`config.mk`:
```
export PLATFORM = sky130hd
export DESIGN_NAME = led_column_scroll_buffer_core_flat
export DESIGN_NICKNAME = d
export VERILOG_FILES = /design/src/rtl/core/lcsb_pkg.sv /design/src/rtl/core/lcsb_channels.sv /design/src/rtl/core/led_column_scroll_buffer_core.sv /design/src/flat_wrapper.sv
export SDC_FILE = /design/constraint.sdc
export NUM_CORES = 2
export LEC_CHECK = 0
export BUFFER_PORTS_ARGS = -buffer_cell sky130_fd_sc_hd__buf_2
export CAP_MARGIN = 20
export CORE_ASPECT_RATIO = 1.4
export CORE_MARGIN = 2
export CORE_UTILIZATION = 55
export DETAILED_ROUTE_END_ITERATION = 16
export GPL_TIMING_DRIVEN = 1
export PLACE_DENSITY = 0.71
export SLEW_MARGIN = 20
export SYNTH_ARGS = -nofsm -noshare
export SYNTH_HDL_FRONTEND = slang
export SYNTH_SLANG_ARGS = --single-unit
```
`constraint.sdc`:
```
create_clock -name clock -period 11.9 [get_ports clock]
set_input_delay 2.975 -clock clock [delete_from_list [all_inputs] [get_ports clock]]
set_output_delay 2.975 -clock clock [all_outputs]
set_load 0.05 [all_outputs]
```
`src/rtl/core/lcsb_pkg.sv`:
```
package lcsb_pkg;

   localparam int STORE_DEPTH_DEFAULT = 256;
   localparam int WINDOW_COLUMNS      = 8;
   localparam int COL_IDX_W           = $clog2(WINDOW_COLUMNS);
   localparam int BYTE_W              = 8;
   localparam int SPEED_W             = 4;
   localparam int DIGIT_W             = 4;
   localparam int FILL_W              = 9;
   localparam int CSR_INDEX_W         = 8;
   localparam int CSR_DATA_W          = 8;

   localparam logic [BYTE_W-1:0]  THRESHOLD_RESET = 8'd20;
   localparam logic [SPEED_W-1:0] SPEED_RESET     = 4'd15;
   localparam logic [BYTE_W-1:0]  BLANK_COLUMN    = 8'h00;

   typedef enum logic {
      OP_BYTE = 1'b0,
      OP_TICK = 1'b1
   } op_type;

   typedef enum logic [CSR_INDEX_W-1:0] {
      REG_CHAR_THRESHOLD = 8'd0,
      REG_SPEED_BASE     = 8'd1
   } reg_index_type;

   typedef enum logic [1:0] {
      ST_IDLE,
      ST_PUSH,
      ST_FRAME
   } state_type;

   typedef logic [BYTE_W-1:0] column_type;

endpackage

```
`src/rtl/core/lcsb_channels.sv`:
```
interface lcsb_req_if;
   logic                     valid;
   logic                     ready;
   logic                     op;
   lcsb_pkg::column_type     rx_byte;
   lcsb_pkg::column_type     glyph_col0;
   lcsb_pkg::column_type     glyph_col1;
   lcsb_pkg::column_type     glyph_col2;
   lcsb_pkg::column_type     glyph_col3;
   lcsb_pkg::column_type     glyph_col4;
   lcsb_pkg::column_type     glyph_col5;
   lcsb_pkg::column_type     glyph_col6;
   lcsb_pkg::column_type     glyph_col7;

   modport source (
      output valid, op, rx_byte, glyph_col0, glyph_col1, glyph_col2, glyph_col3,
             glyph_col4, glyph_col5, glyph_col6, glyph_col7,
      input  ready
   );
   modport sink (
      input  valid, op, rx_byte, glyph_col0, glyph_col1, glyph_col2, glyph_col3,
             glyph_col4, glyph_col5, glyph_col6, glyph_col7,
      output ready
   );
endinterface

interface lcsb_rsp_if;
   logic                                valid;
   logic                                ready;
   logic [lcsb_pkg::DIGIT_W-1:0]        digit_index;
   lcsb_pkg::column_type                column_bits;
   logic                                last;
   logic [lcsb_pkg::FILL_W-1:0]         fill_level;

   modport source (
      output valid, digit_index, column_bits, last, fill_level,
      input  ready
   );
   modport sink (
      input  valid, digit_index, column_bits, last, fill_level,
      output ready
   );
endinterface

interface lcsb_csr_if;
   logic                                valid;
   logic                                ready;
   logic [lcsb_pkg::CSR_INDEX_W-1:0]    index;
   logic [lcsb_pkg::CSR_DATA_W-1:0]     data;

   modport source (
      output valid, index, data,
      input  ready
   );
   modport sink (
      input  valid, index, data,
      output ready
   );
endinterface

```
`src/rtl/core/led_column_scroll_buffer_core.sv`:
```
// Glyph column FIFO for an eight-column LED matrix. A received byte at or
// above char_threshold queues the eight glyph columns of its beat (dropped
// whole if fewer than eight places are free); a lower byte sets the frame
// period to speed_base minus the byte, floored at zero. A tick beat either
// advances the tick counter or, once it has reached the period, emits a
// frame of eight rsp beats (digits 1..8, columns padded with zero) and pops
// one column if any is stored. Columns live in a single STORE_DEPTH x 8
// memory with one write and one registered read port; one req beat is
// worked at a time. Speed codes, ticks without a frame and dropped
// characters end with the accept. A character is the accept plus eight
// writes on the write port. A frame is the accept plus eight reads on the
// read port at one per cycle while rsp does not stall. The last rsp beat
// may still wait in the output register while the next req beat is taken.
module led_column_scroll_buffer_core #(
   parameter int STORE_DEPTH = lcsb_pkg::STORE_DEPTH_DEFAULT
) (
   input  logic             clock,
   input  logic             reset,
   lcsb_req_if.sink         req_bus,
   lcsb_rsp_if.source       rsp_bus,
   lcsb_csr_if.sink         csr_bus
);

   localparam int AW   = $clog2(STORE_DEPTH);
   localparam int CW   = $clog2(STORE_DEPTH + 1);
   localparam int CIW  = lcsb_pkg::COL_IDX_W;
   localparam int WIN  = lcsb_pkg::WINDOW_COLUMNS;

   // configuration
   lcsb_pkg::column_type              thr_ff;
   logic [lcsb_pkg::SPEED_W-1:0]      base_ff;

   // scroll state
   lcsb_pkg::state_type               state_ff, state_in;
   logic [lcsb_pkg::SPEED_W-1:0]      period_ff, period_in;
   logic [lcsb_pkg::SPEED_W-1:0]      tick_ff, tick_in;
   logic [AW-1:0]                     head_ff, head_in;
   logic [AW-1:0]                     tail_ff, tail_in;
   logic [CW-1:0]                     count_ff, count_in;

   // character write
   lcsb_pkg::column_type              glyph_ff [WIN];
   lcsb_pkg::column_type              glyph_in [WIN];
   logic [CIW-1:0]                    wr_cnt_ff, wr_cnt_in;

   // frame read
   logic [CIW:0]                      iss_cnt_ff, iss_cnt_in;
   logic [AW-1:0]                     rd_ptr_ff, rd_ptr_in;
   logic                              rd_valid_ff, rd_valid_in;
   logic [CIW-1:0]                    rd_idx_ff, rd_idx_in;
   logic                              rd_pad_ff, rd_pad_in;
   lcsb_pkg::column_type              rd_data_ff;

   // output register
   logic                              out_valid_ff, out_valid_in;
   logic [lcsb_pkg::DIGIT_W-1:0]      out_digit_ff, out_digit_in;
   lcsb_pkg::column_type              out_bits_ff, out_bits_in;
   logic                              out_last_ff, out_last_in;
   logic [lcsb_pkg::FILL_W-1:0]       out_fill_ff, out_fill_in;

   lcsb_pkg::column_type              mem [STORE_DEPTH];

   logic req_fire, is_char, has_room, fires, push_go, frame_go;
   logic mem_we, mem_re, load, frame_done, push_done;

   // control decode
   always_comb begin
      req_bus.ready = (state_ff == lcsb_pkg::ST_IDLE);
      csr_bus.ready = 1'b1;
      req_fire      = req_bus.valid && req_bus.ready;
      is_char       = (req_bus.rx_byte >= thr_ff);
      has_room      = ({1'b0, count_ff} + (CW+1)'(WIN)) <= (CW+1)'(STORE_DEPTH);
      fires         = (tick_ff >= period_ff);
      push_go       = req_fire && (req_bus.op == lcsb_pkg::OP_BYTE) && is_char && has_room;
      frame_go      = req_fire && (req_bus.op == lcsb_pkg::OP_TICK) && fires;
      mem_we        = (state_ff == lcsb_pkg::ST_PUSH);
      push_done     = mem_we && (wr_cnt_ff == CIW'(WIN - 1));
      load          = rd_valid_ff && (!out_valid_ff || rsp_bus.ready);
      mem_re        = (state_ff == lcsb_pkg::ST_FRAME) && (iss_cnt_ff < (CIW+1)'(WIN))
                      && (!rd_valid_ff || load);
      frame_done    = load && (rd_idx_ff == CIW'(WIN - 1));
   end

   // next state
   always_comb begin
      state_in = state_ff;
      unique case (state_ff)
         lcsb_pkg::ST_IDLE: begin
            if (push_go) begin
               state_in = lcsb_pkg::ST_PUSH;
            end else if (frame_go) begin
               state_in = lcsb_pkg::ST_FRAME;
            end
         end
         lcsb_pkg::ST_PUSH: begin
            if (push_done) begin
               state_in = lcsb_pkg::ST_IDLE;
            end
         end
         lcsb_pkg::ST_FRAME: begin
            if (frame_done) begin
               state_in = lcsb_pkg::ST_IDLE;
            end
         end
         default: state_in = lcsb_pkg::ST_IDLE;
      endcase
   end

   // datapath next values
   always_comb begin
      period_in    = period_ff;
      tick_in      = tick_ff;
      head_in      = head_ff;
      tail_in      = tail_ff;
      count_in     = count_ff;
      glyph_in     = glyph_ff;
      wr_cnt_in    = wr_cnt_ff;
      iss_cnt_in   = iss_cnt_ff;
      rd_ptr_in    = rd_ptr_ff;
      rd_valid_in  = rd_valid_ff;
      rd_idx_in    = rd_idx_ff;
      rd_pad_in    = rd_pad_ff;
      out_valid_in = out_valid_ff;
      out_digit_in = out_digit_ff;
      out_bits_in  = out_bits_ff;
      out_last_in  = out_last_ff;
      out_fill_in  = out_fill_ff;

      if (req_fire) begin
         if (req_bus.op == lcsb_pkg::OP_BYTE) begin
            if (!is_char) begin
               period_in = ({4'd0, base_ff} > req_bus.rx_byte)
                           ? base_ff - req_bus.rx_byte[lcsb_pkg::SPEED_W-1:0] : '0;
            end
         end else if (fires) begin
            tick_in = '0;
         end else begin
            tick_in = tick_ff + 1'b1;
         end
      end

      if (push_go) begin
         glyph_in[0] = req_bus.glyph_col0;
         glyph_in[1] = req_bus.glyph_col1;
         glyph_in[2] = req_bus.glyph_col2;
         glyph_in[3] = req_bus.glyph_col3;
         glyph_in[4] = req_bus.glyph_col4;
         glyph_in[5] = req_bus.glyph_col5;
         glyph_in[6] = req_bus.glyph_col6;
         glyph_in[7] = req_bus.glyph_col7;
         wr_cnt_in   = '0;
      end

      if (mem_we) begin
         for (int i = 0; i < WIN - 1; i++) begin
            glyph_in[i] = glyph_ff[i+1];
         end
         wr_cnt_in = wr_cnt_ff + 1'b1;
         tail_in   = (tail_ff == AW'(STORE_DEPTH - 1)) ? '0 : tail_ff + 1'b1;
         if (push_done) begin
            count_in = count_ff + CW'(WIN);
         end
      end

      if (frame_go) begin
         iss_cnt_in  = '0;
         rd_ptr_in   = head_ff;
         rd_valid_in = 1'b0;
      end

      if (load) begin
         out_valid_in = 1'b1;
         out_digit_in = lcsb_pkg::DIGIT_W'(rd_idx_ff) + 1'b1;
         out_bits_in  = rd_pad_ff ? lcsb_pkg::BLANK_COLUMN : rd_data_ff;
         out_last_in  = (rd_idx_ff == CIW'(WIN - 1));
         out_fill_in  = lcsb_pkg::FILL_W'(count_ff);
         rd_valid_in  = 1'b0;
      end else if (out_valid_ff && rsp_bus.ready) begin
         out_valid_in = 1'b0;
      end

      if (mem_re) begin
         iss_cnt_in  = iss_cnt_ff + 1'b1;
         rd_ptr_in   = (rd_ptr_ff == AW'(STORE_DEPTH - 1)) ? '0 : rd_ptr_ff + 1'b1;
         rd_valid_in = 1'b1;
         rd_idx_in   = iss_cnt_ff[CIW-1:0];
         rd_pad_in   = (CW'(iss_cnt_ff) >= count_ff);
      end

      if (frame_done && (count_ff != '0)) begin
         head_in  = (head_ff == AW'(STORE_DEPTH - 1)) ? '0 : head_ff + 1'b1;
         count_in = count_ff - 1'b1;
      end
   end

   always_comb begin
      rsp_bus.valid       = out_valid_ff;
      rsp_bus.digit_index = out_digit_ff;
      rsp_bus.column_bits = out_bits_ff;
      rsp_bus.last        = out_last_ff;
      rsp_bus.fill_level  = out_fill_ff;
   end

   // column store
   always_ff @(posedge clock) begin
      if (mem_we) begin
         mem[tail_ff] <= glyph_ff[0];
      end
      if (mem_re) begin
         rd_data_ff <= mem[rd_ptr_ff];
      end
   end

   // config writes
   always_ff @(posedge clock) begin
      if (reset) begin
         thr_ff  <= lcsb_pkg::THRESHOLD_RESET;
         base_ff <= lcsb_pkg::SPEED_RESET;
      end else if (csr_bus.valid && csr_bus.ready) begin
         unique case (csr_bus.index)
            lcsb_pkg::REG_CHAR_THRESHOLD: thr_ff  <= csr_bus.data;
            lcsb_pkg::REG_SPEED_BASE:     base_ff <= csr_bus.data[lcsb_pkg::SPEED_W-1:0];
            default: ;
         endcase
      end
   end

   always_ff @(posedge clock) begin
      if (reset) begin
         state_ff     <= lcsb_pkg::ST_IDLE;
         period_ff    <= lcsb_pkg::SPEED_RESET;
         tick_ff      <= '0;
         head_ff      <= '0;
         tail_ff      <= '0;
         count_ff     <= '0;
         wr_cnt_ff    <= '0;
         iss_cnt_ff   <= '0;
         rd_ptr_ff    <= '0;
         rd_valid_ff  <= 1'b0;
         out_valid_ff <= 1'b0;
      end else begin
         state_ff     <= state_in;
         period_ff    <= period_in;
         tick_ff      <= tick_in;
         head_ff      <= head_in;
         tail_ff      <= tail_in;
         count_ff     <= count_in;
         wr_cnt_ff    <= wr_cnt_in;
         iss_cnt_ff   <= iss_cnt_in;
         rd_ptr_ff    <= rd_ptr_in;
         rd_valid_ff  <= rd_valid_in;
         out_valid_ff <= out_valid_in;
      end
   end

   always_ff @(posedge clock) begin
      glyph_ff     <= glyph_in;
      rd_idx_ff    <= rd_idx_in;
      rd_pad_ff    <= rd_pad_in;
      out_digit_ff <= out_digit_in;
      out_bits_ff  <= out_bits_in;
      out_last_ff  <= out_last_in;
      out_fill_ff  <= out_fill_in;
   end

endmodule

```
`src/flat_wrapper.sv`:
```
// flat-port wrapper written by rule: the top's interface ports become plain ports
module led_column_scroll_buffer_core_flat 
#(
   parameter int STORE_DEPTH = lcsb_pkg::STORE_DEPTH_DEFAULT
)
  (clock, reset, req_bus_valid, req_bus_op, req_bus_rx_byte, req_bus_glyph_col0, req_bus_glyph_col1, req_bus_glyph_col2, req_bus_glyph_col3, req_bus_glyph_col4, req_bus_glyph_col5, req_bus_glyph_col6, req_bus_glyph_col7, req_bus_ready, rsp_bus_valid, rsp_bus_digit_index, rsp_bus_column_bits, rsp_bus_last, rsp_bus_fill_level, rsp_bus_ready, csr_bus_valid, csr_bus_index, csr_bus_data, csr_bus_ready);
  lcsb_req_if req_bus_i ();
  lcsb_rsp_if rsp_bus_i ();
  lcsb_csr_if csr_bus_i ();
  input  logic clock;
  input  logic reset;
  input wire logic [$bits(req_bus_i.valid)-1:0] req_bus_valid;
  input wire logic [$bits(req_bus_i.op)-1:0] req_bus_op;
  input wire logic [$bits(req_bus_i.rx_byte)-1:0] req_bus_rx_byte;
  input wire logic [$bits(req_bus_i.glyph_col0)-1:0] req_bus_glyph_col0;
  input wire logic [$bits(req_bus_i.glyph_col1)-1:0] req_bus_glyph_col1;
  input wire logic [$bits(req_bus_i.glyph_col2)-1:0] req_bus_glyph_col2;
  input wire logic [$bits(req_bus_i.glyph_col3)-1:0] req_bus_glyph_col3;
  input wire logic [$bits(req_bus_i.glyph_col4)-1:0] req_bus_glyph_col4;
  input wire logic [$bits(req_bus_i.glyph_col5)-1:0] req_bus_glyph_col5;
  input wire logic [$bits(req_bus_i.glyph_col6)-1:0] req_bus_glyph_col6;
  input wire logic [$bits(req_bus_i.glyph_col7)-1:0] req_bus_glyph_col7;
  output wire logic [$bits(req_bus_i.ready)-1:0] req_bus_ready;
  output wire logic [$bits(rsp_bus_i.valid)-1:0] rsp_bus_valid;
  output wire logic [$bits(rsp_bus_i.digit_index)-1:0] rsp_bus_digit_index;
  output wire logic [$bits(rsp_bus_i.column_bits)-1:0] rsp_bus_column_bits;
  output wire logic [$bits(rsp_bus_i.last)-1:0] rsp_bus_last;
  output wire logic [$bits(rsp_bus_i.fill_level)-1:0] rsp_bus_fill_level;
  input wire logic [$bits(rsp_bus_i.ready)-1:0] rsp_bus_ready;
  input wire logic [$bits(csr_bus_i.valid)-1:0] csr_bus_valid;
  input wire logic [$bits(csr_bus_i.index)-1:0] csr_bus_index;
  input wire logic [$bits(csr_bus_i.data)-1:0] csr_bus_data;
  output wire logic [$bits(csr_bus_i.ready)-1:0] csr_bus_ready;
  assign req_bus_i.valid = req_bus_valid;
  assign req_bus_i.op = req_bus_op;
  assign req_bus_i.rx_byte = req_bus_rx_byte;
  assign req_bus_i.glyph_col0 = req_bus_glyph_col0;
  assign req_bus_i.glyph_col1 = req_bus_glyph_col1;
  assign req_bus_i.glyph_col2 = req_bus_glyph_col2;
  assign req_bus_i.glyph_col3 = req_bus_glyph_col3;
  assign req_bus_i.glyph_col4 = req_bus_glyph_col4;
  assign req_bus_i.glyph_col5 = req_bus_glyph_col5;
  assign req_bus_i.glyph_col6 = req_bus_glyph_col6;
  assign req_bus_i.glyph_col7 = req_bus_glyph_col7;
  assign req_bus_ready = req_bus_i.ready;
  assign rsp_bus_valid = rsp_bus_i.valid;
  assign rsp_bus_digit_index = rsp_bus_i.digit_index;
  assign rsp_bus_column_bits = rsp_bus_i.column_bits;
  assign rsp_bus_last = rsp_bus_i.last;
  assign rsp_bus_fill_level = rsp_bus_i.fill_level;
  assign rsp_bus_i.ready = rsp_bus_ready;
  assign csr_bus_i.valid = csr_bus_valid;
  assign csr_bus_i.index = csr_bus_index;
  assign csr_bus_i.data = csr_bus_data;
  assign csr_bus_ready = csr_bus_i.ready;
  led_column_scroll_buffer_core #(.STORE_DEPTH(STORE_DEPTH)) u_core (.clock(clock), .reset(reset), .req_bus(req_bus_i), .rsp_bus(rsp_bus_i), .csr_bus(csr_bus_i));
endmodule
```
# Word level (Yosys, flattened, before mapping)
# Memories as Yosys holds them, arrays and structs flattened. A register that Yosys moved wholly into a read port is not among the register bits.
# Cells that the tools add are included.
[word_totals] inputBits=94 elab_cells=118 mem_count=1 ram_bits=2048 out_inout_bits=25 register_bits=154
[memory_table] memory="u_core.mem" depth=256 word_bits=8 rd=1 rd_clocked_by_memory_dff=1 write_ports=1 line="led_column_scroll_buffer_core.sv:61" text="lcsb_pkg::column_type mem [STORE_DEPTH];"
[classes] n_bitwise=2 n_mux=28 eq_ne=11 addsub=11 reduce_logical=32 order_cmp=6
[ops] cell="two-way mux 64 bit" n=1
[ops] cell="two-way mux 56 bit" n=1
[ops] cell="two-way mux 8 bit" n=5
[ops] cell="two-way mux 9 bit" n=3
[ops] cell="adder 8 x 1 -> 8 bit, second input constant" n=3
[ops] cell="equality test 8 bit, second input constant" n=3
[ops] cell="two-way mux 4 bit" n=4
[ops] cell="logical AND 1 bit" n=13
[ops] cell="adder 9 x 4 -> 10 bit, second input constant" n=1
[ops] cell="less-or-equal comparator 10 x 9 -> 1 bit, second input constant" n=1
[ops] cell="nonzero test 2 bit" n=5
[ops] cell="adder 9 x 4 -> 9 bit, second input constant" n=1
[ops] cell="greater-or-equal comparator 4 x 9 -> 1 bit" n=1
[ops] cell="nonzero test 9 bit" n=1
[ops] cell="subtractor 9 x 1 -> 9 bit, second input constant" n=1
[ops] cell="adder 4 x 1 -> 4 bit, second input constant" n=2
[ops] cell="equality test 8 x 1 -> 1 bit, second input constant" n=1
[ops] cell="greater-or-equal comparator 8 bit" n=1
[ops] cell="> comparator 4 x 8 -> 1 bit" n=1
[ops] cell="logical NOT 8 bit" n=1
[ops] cell="two-way mux 2 bit" n=4
[ops] cell="AND reduction 2 bit" n=4
[ops] cell="two-way mux 1 bit" n=7
[ops] cell="equality test 3 bit, second input constant" n=2
[ops] cell="other kinds (18)" n=23

# Longest topological paths before layout
[depth] ltp_word=7 ltp_mapped=13 depth_no_buf=9

# Worst setup path after synthesis
# No wires, ideal clock.
[synth_timing] path_kind="input to register" startpoint="input req_bus_rx_byte[0]" endpoint="register u_core.wr_cnt_ff[0]" path_buffers=0 stages=9 arrival_time_ns=8.190 t_required_ns=11.566 path_slack_ns=3.376 setup_ns=0.334 path_cell_list="inv_1 -> ha_1 -> nand2b_1 -> a21o_1 -> a21o_1 -> a21oi_1 -> o21a_1 -> o21ai_0 -> o21ai_0"
[synth_via] elab_chain_len=4
[synth_rtl] element="start, declared" line="flat_wrapper.sv:14" text="input wire logic [$bits(req_bus_i.rx_byte)-1:0] req_bus_rx_byte;"
[synth_rtl] element="greater-or-equal comparator 8 bit" line="led_column_scroll_buffer_core.sv:71" text="is_char = (req_bus.rx_byte >= thr_ff);"
[synth_rtl] element="logical AND 1 bit (2 in series)" line="led_column_scroll_buffer_core.sv:74" text="push_go = req_fire && (req_bus.op == lcsb_pkg::OP_BYTE) && is_char && has_room;"
[synth_rtl] element="nonzero test 2 bit (no source line)"
[synth_rtl] element="end signal, assigned" line="led_column_scroll_buffer_core.sv:248" text="wr_cnt_ff <= wr_cnt_in;"
[synth_rtl] element="end, declared" line="led_column_scroll_buffer_core.sv:44" text="logic [CIW-1:0] wr_cnt_ff, wr_cnt_in;"
# No other way between the ends.
# A chain may end at the register's enable or synchronous reset.

==> summary.md <==
| Metric | Value |
|---|---|
| Outcome | complete, no violations |
| CORE AREA | 157000 sq um |
| # rows | 172 |
| Commonest non-fill, non-tap cells in the layout | edfxtp_1 (2146), mux4_2 (499), nor2_1 (356) |
| Rel. slew slack | 19.8% |
| Clock power frac | 40.8% |
| GPL Wtd Cong | 0.897 |
| Later-pin clock latency in the skew report | 0.85 ns |
| Critical Path AT | 5.98 ns |
| Largest family of logic cells by synthesized area | multiplexers |
| Worst-path clk slew | 0.06 ns |
| Top_reg_cell synth | edfxtp_1 |
| Tot Pwr | 0.0150 W |
| Mapped Nets | 4476 |
| DRT antenna net count | 0 |
| RSZ-0062 raised after global routing | no |
| Setup repair bufs after CTS | 0 |
| Routed vias | 44.5k |
| Gr usage total | 27.4% |
| Comb pwr share | 1.8% |
| Crit-path max FO | 94 |
| Ratio of cells with drive above 1 in the final layout | 22.0% |
| Pwr Density | 157 nW/um^2 |
| Xor and xnor fraction of the mapped netlist area | 0.212% |
| Final worst path period need | 5.49 ns |
| Area Growth Syn to Fin | 10.2% |
| Setup crit start kind | flip-flop |
| Initial DRC count | 6024 |
| Remaining global-route overflow | 0 |
| Post_cts resized | 0 |
| Part of the power in registers | 57.4% |
| Largest net degree at the start of global routing | 257 |
| H-tree depth | 4 |
| Via-to-Cell Ratio | 6.60 |
| Worst setup EP type | flip-flop |
| Flops & latches, synth | 2210 |
| Width of the die | 340 microns |
| FFs w/ async S/R, synth | 0% |
| Gate Count Post-Synth | 4345 |
| Nets@finish | 4618 |
| CTS root buf | clkbuf_16 |
| Worst-Margin Slew | 1.20 ns |
| Area share of fa/ha/maj cells after synthesis | 0.542% |
| Sink Count | 2210 |
| Max Cap Violations | 0 |
| Vias in the first global route | 44.6k |
| Pins over their slew limit | 0 |
| Die ar. | 161000 sq um |
| Post-synthesis sequential area ratio | 75.8% |
| CTS buffer count | 198 |
| DRT Wirelength | 220000 microns |
| Static Leak | 29.1 nW |
| Initial antenna violation count | 5 |
| Syn avg cell area | 20.0 sq um |
| Synthesis Warnings | 0 |
| Setup Skew | 0.0553 ns |
| Post-synth EDFFs | 2146 |
| Setup Viol. Count Final | 0 |
| P_int | 0.0120 W |
| Crit Path Class | reg2reg |
| WL/cell | 32.6 microns |
| Data required time at the worst endpoint | 12.39 ns |
| Final HPWL DP | 135000 microns |
| Remaining DRCs | 0 |
| Switching share of power | 20.3% |
| Die height | 474 microns |
| Most common cell after layout, fill and taps aside | edfxtp_1 |
| Switching Power | 0.00305 W |
| Pre-antenna DRT Iters | 6 |
| Post-synthesis compound-gate area fraction | 3.60% |
| Hold buffers post-CTS | 0 |
| FMAX | 182 MHz |
| Post-Route Setup TNS | 0 ns |
| Dpl cell area | 89400 sq um |
| Port bufs | 117 |
| Final instance area | 95600 sq um |
| Mux cell area share after synthesis | 14.4% |
| Fill count | 10.8k |
| Longest Clk Path Bufs | 3 |
| Initial Utilization | 55.3% |
| Worst hold path class | reg2reg |
| Period Utilization, post-route | 46.2% |
| CTS tree | yes |
| Num ports | 119 |
| Worst vdd ir | 0.147 mV |
| Simple-Gate Fraction of Synth Area | 3.59% |
| Final hold vios | 0 |
| Synth Cell Area | 86800 sq um |
| Synth unique cells | 70 |
| First-pass GRT wire length | 316000 microns |
==> registers in the layout (all words and copies together), names as in the netlist, 3 cells and up <==
name and flops:
u_core.head_ff 8, u_core.glyph_ff 64, u_core.base_ff 4, u_core.period_ff 4, u_core.mem 2048, u_core.rsp_bus.digit_index 4, u_core.thr_ff 8, u_core.rd_idx_ff 3
u_core.count_ff 9, u_core.rd_ptr_ff 8, u_core.iss_cnt_ff 4, u_core.tick_ff 4, u_core.wr_cnt_ff 3, u_core.rsp_bus.column_bits 8, u_core.tail_ff 8, u_core.rd_data_ff 8
u_core.rsp_bus.fill_level 9
==> critical path, cell delays in order, from the launching register on <==
cell and delay [ns]:
dfxtp_4 0.69, buf_4 0.64, buf_12 0.47, buf_4 0.65, mux4_2 0.43, and2_1 0.17, a2111oi_0 0.41, nor4_1 0.20
a311oi_1 0.86, o221ai_1 0.41
==> cell families after synthesis <==
family          Yosys count
flops                  2210
simple gates            710
mux                     627
compound gates          436
buf+inv                 303
fa+ha+maj                37
xor+xnor                 21
other cells               1
==> cell type report <==
class,instances,area [sq um],share of cell area (%)
Timing Repair Buffer,206,1360,1.43
Clock inverter,121,971,1.02
Clock buffer,235,5180,5.42
Inverter,39,148,0.155
Antenna cell,3,7.51,0.00786
Multi-Input combinational cell,1832,19500,20.4
Sequential cell,2210,65700,68.8
Tap cell,2088,2610,2.73
==> power by group through the flow <==
stage / combinational (W) / clock (W) / sequential (W)
finish: 0.000273 / 0.00614 / 0.00862
global route: 0.000293 / 0.00647 / 0.00862
CTS: 0.000269 / 0.00618 / 0.00862
detailed placement: 0.000270 / 0 / 0.00879
global placement: 0.000251 / 0 / 0.00879
floorplan: 0.0000517 / 0 / 0.00890
==> synthesized netlist by cell type (23+ instances only) <==
cell	n	area share (%)
nor2_1	360	1.6
ha_1	36	0.52
inv_1	37	0.16
nor3_1	35	0.20
a21oi_1	85	0.49
a22oi_1	54	0.47
nand2_1	126	0.55
buf_2	46	0.27
a22o_1	72	0.73
mux4_2	499	13
buf_6	31	0.40
nor2b_1	31	0.22
buf_4	40	0.35
o21ai_0	36	0.21
clkbuf_1	131	0.57
mux2i_1	117	1.3
edfxtp_1	2146	74
nand3_1	63	0.36
dfxtp_1	64	1.5
o221ai_1	23	0.23
o22ai_1	35	0.25
==> per-layer routing <==
metal	up-vias	share of wire [%]	GRT usage (%)
met2	2670	49	44.1
met5	-	0.012	0
met4	4	5.3	13.5
met1	23100	36	36.0
met3	509	10	5.60
li1	18200	-	-
==> final timing paths <==
path,startpoint,depth (start not counted),to,slack (ns)
max,u_core.rd_ptr_ff[1],9,u_core.rd_data_ff[1],6.41
min,u_core.iss_cnt_ff[3],2,u_core.iss_cnt_ff[3],0.48
max reg2reg,u_core.rd_ptr_ff[1],9,u_core.rd_data_ff[1],6.41
min reg2reg,u_core.iss_cnt_ff[3],2,u_core.iss_cnt_ff[3],0.48
==> stage by stage <==
stage                     setup slack (ns)  hold slack, ns  instances  util [%]
after floorplan                       3.38           0.403       4345         -
after global placement                6.25           0.462       6373      56.9
after detailed placement              6.19           0.467       6374      57.0
after CTS                             6.44           0.480       6730      60.9
after global routing                  6.26           0.514       6732      60.9
final                                 6.41           0.482       6734      60.9
No activity file was read; power rests on OpenSTA's default activity.
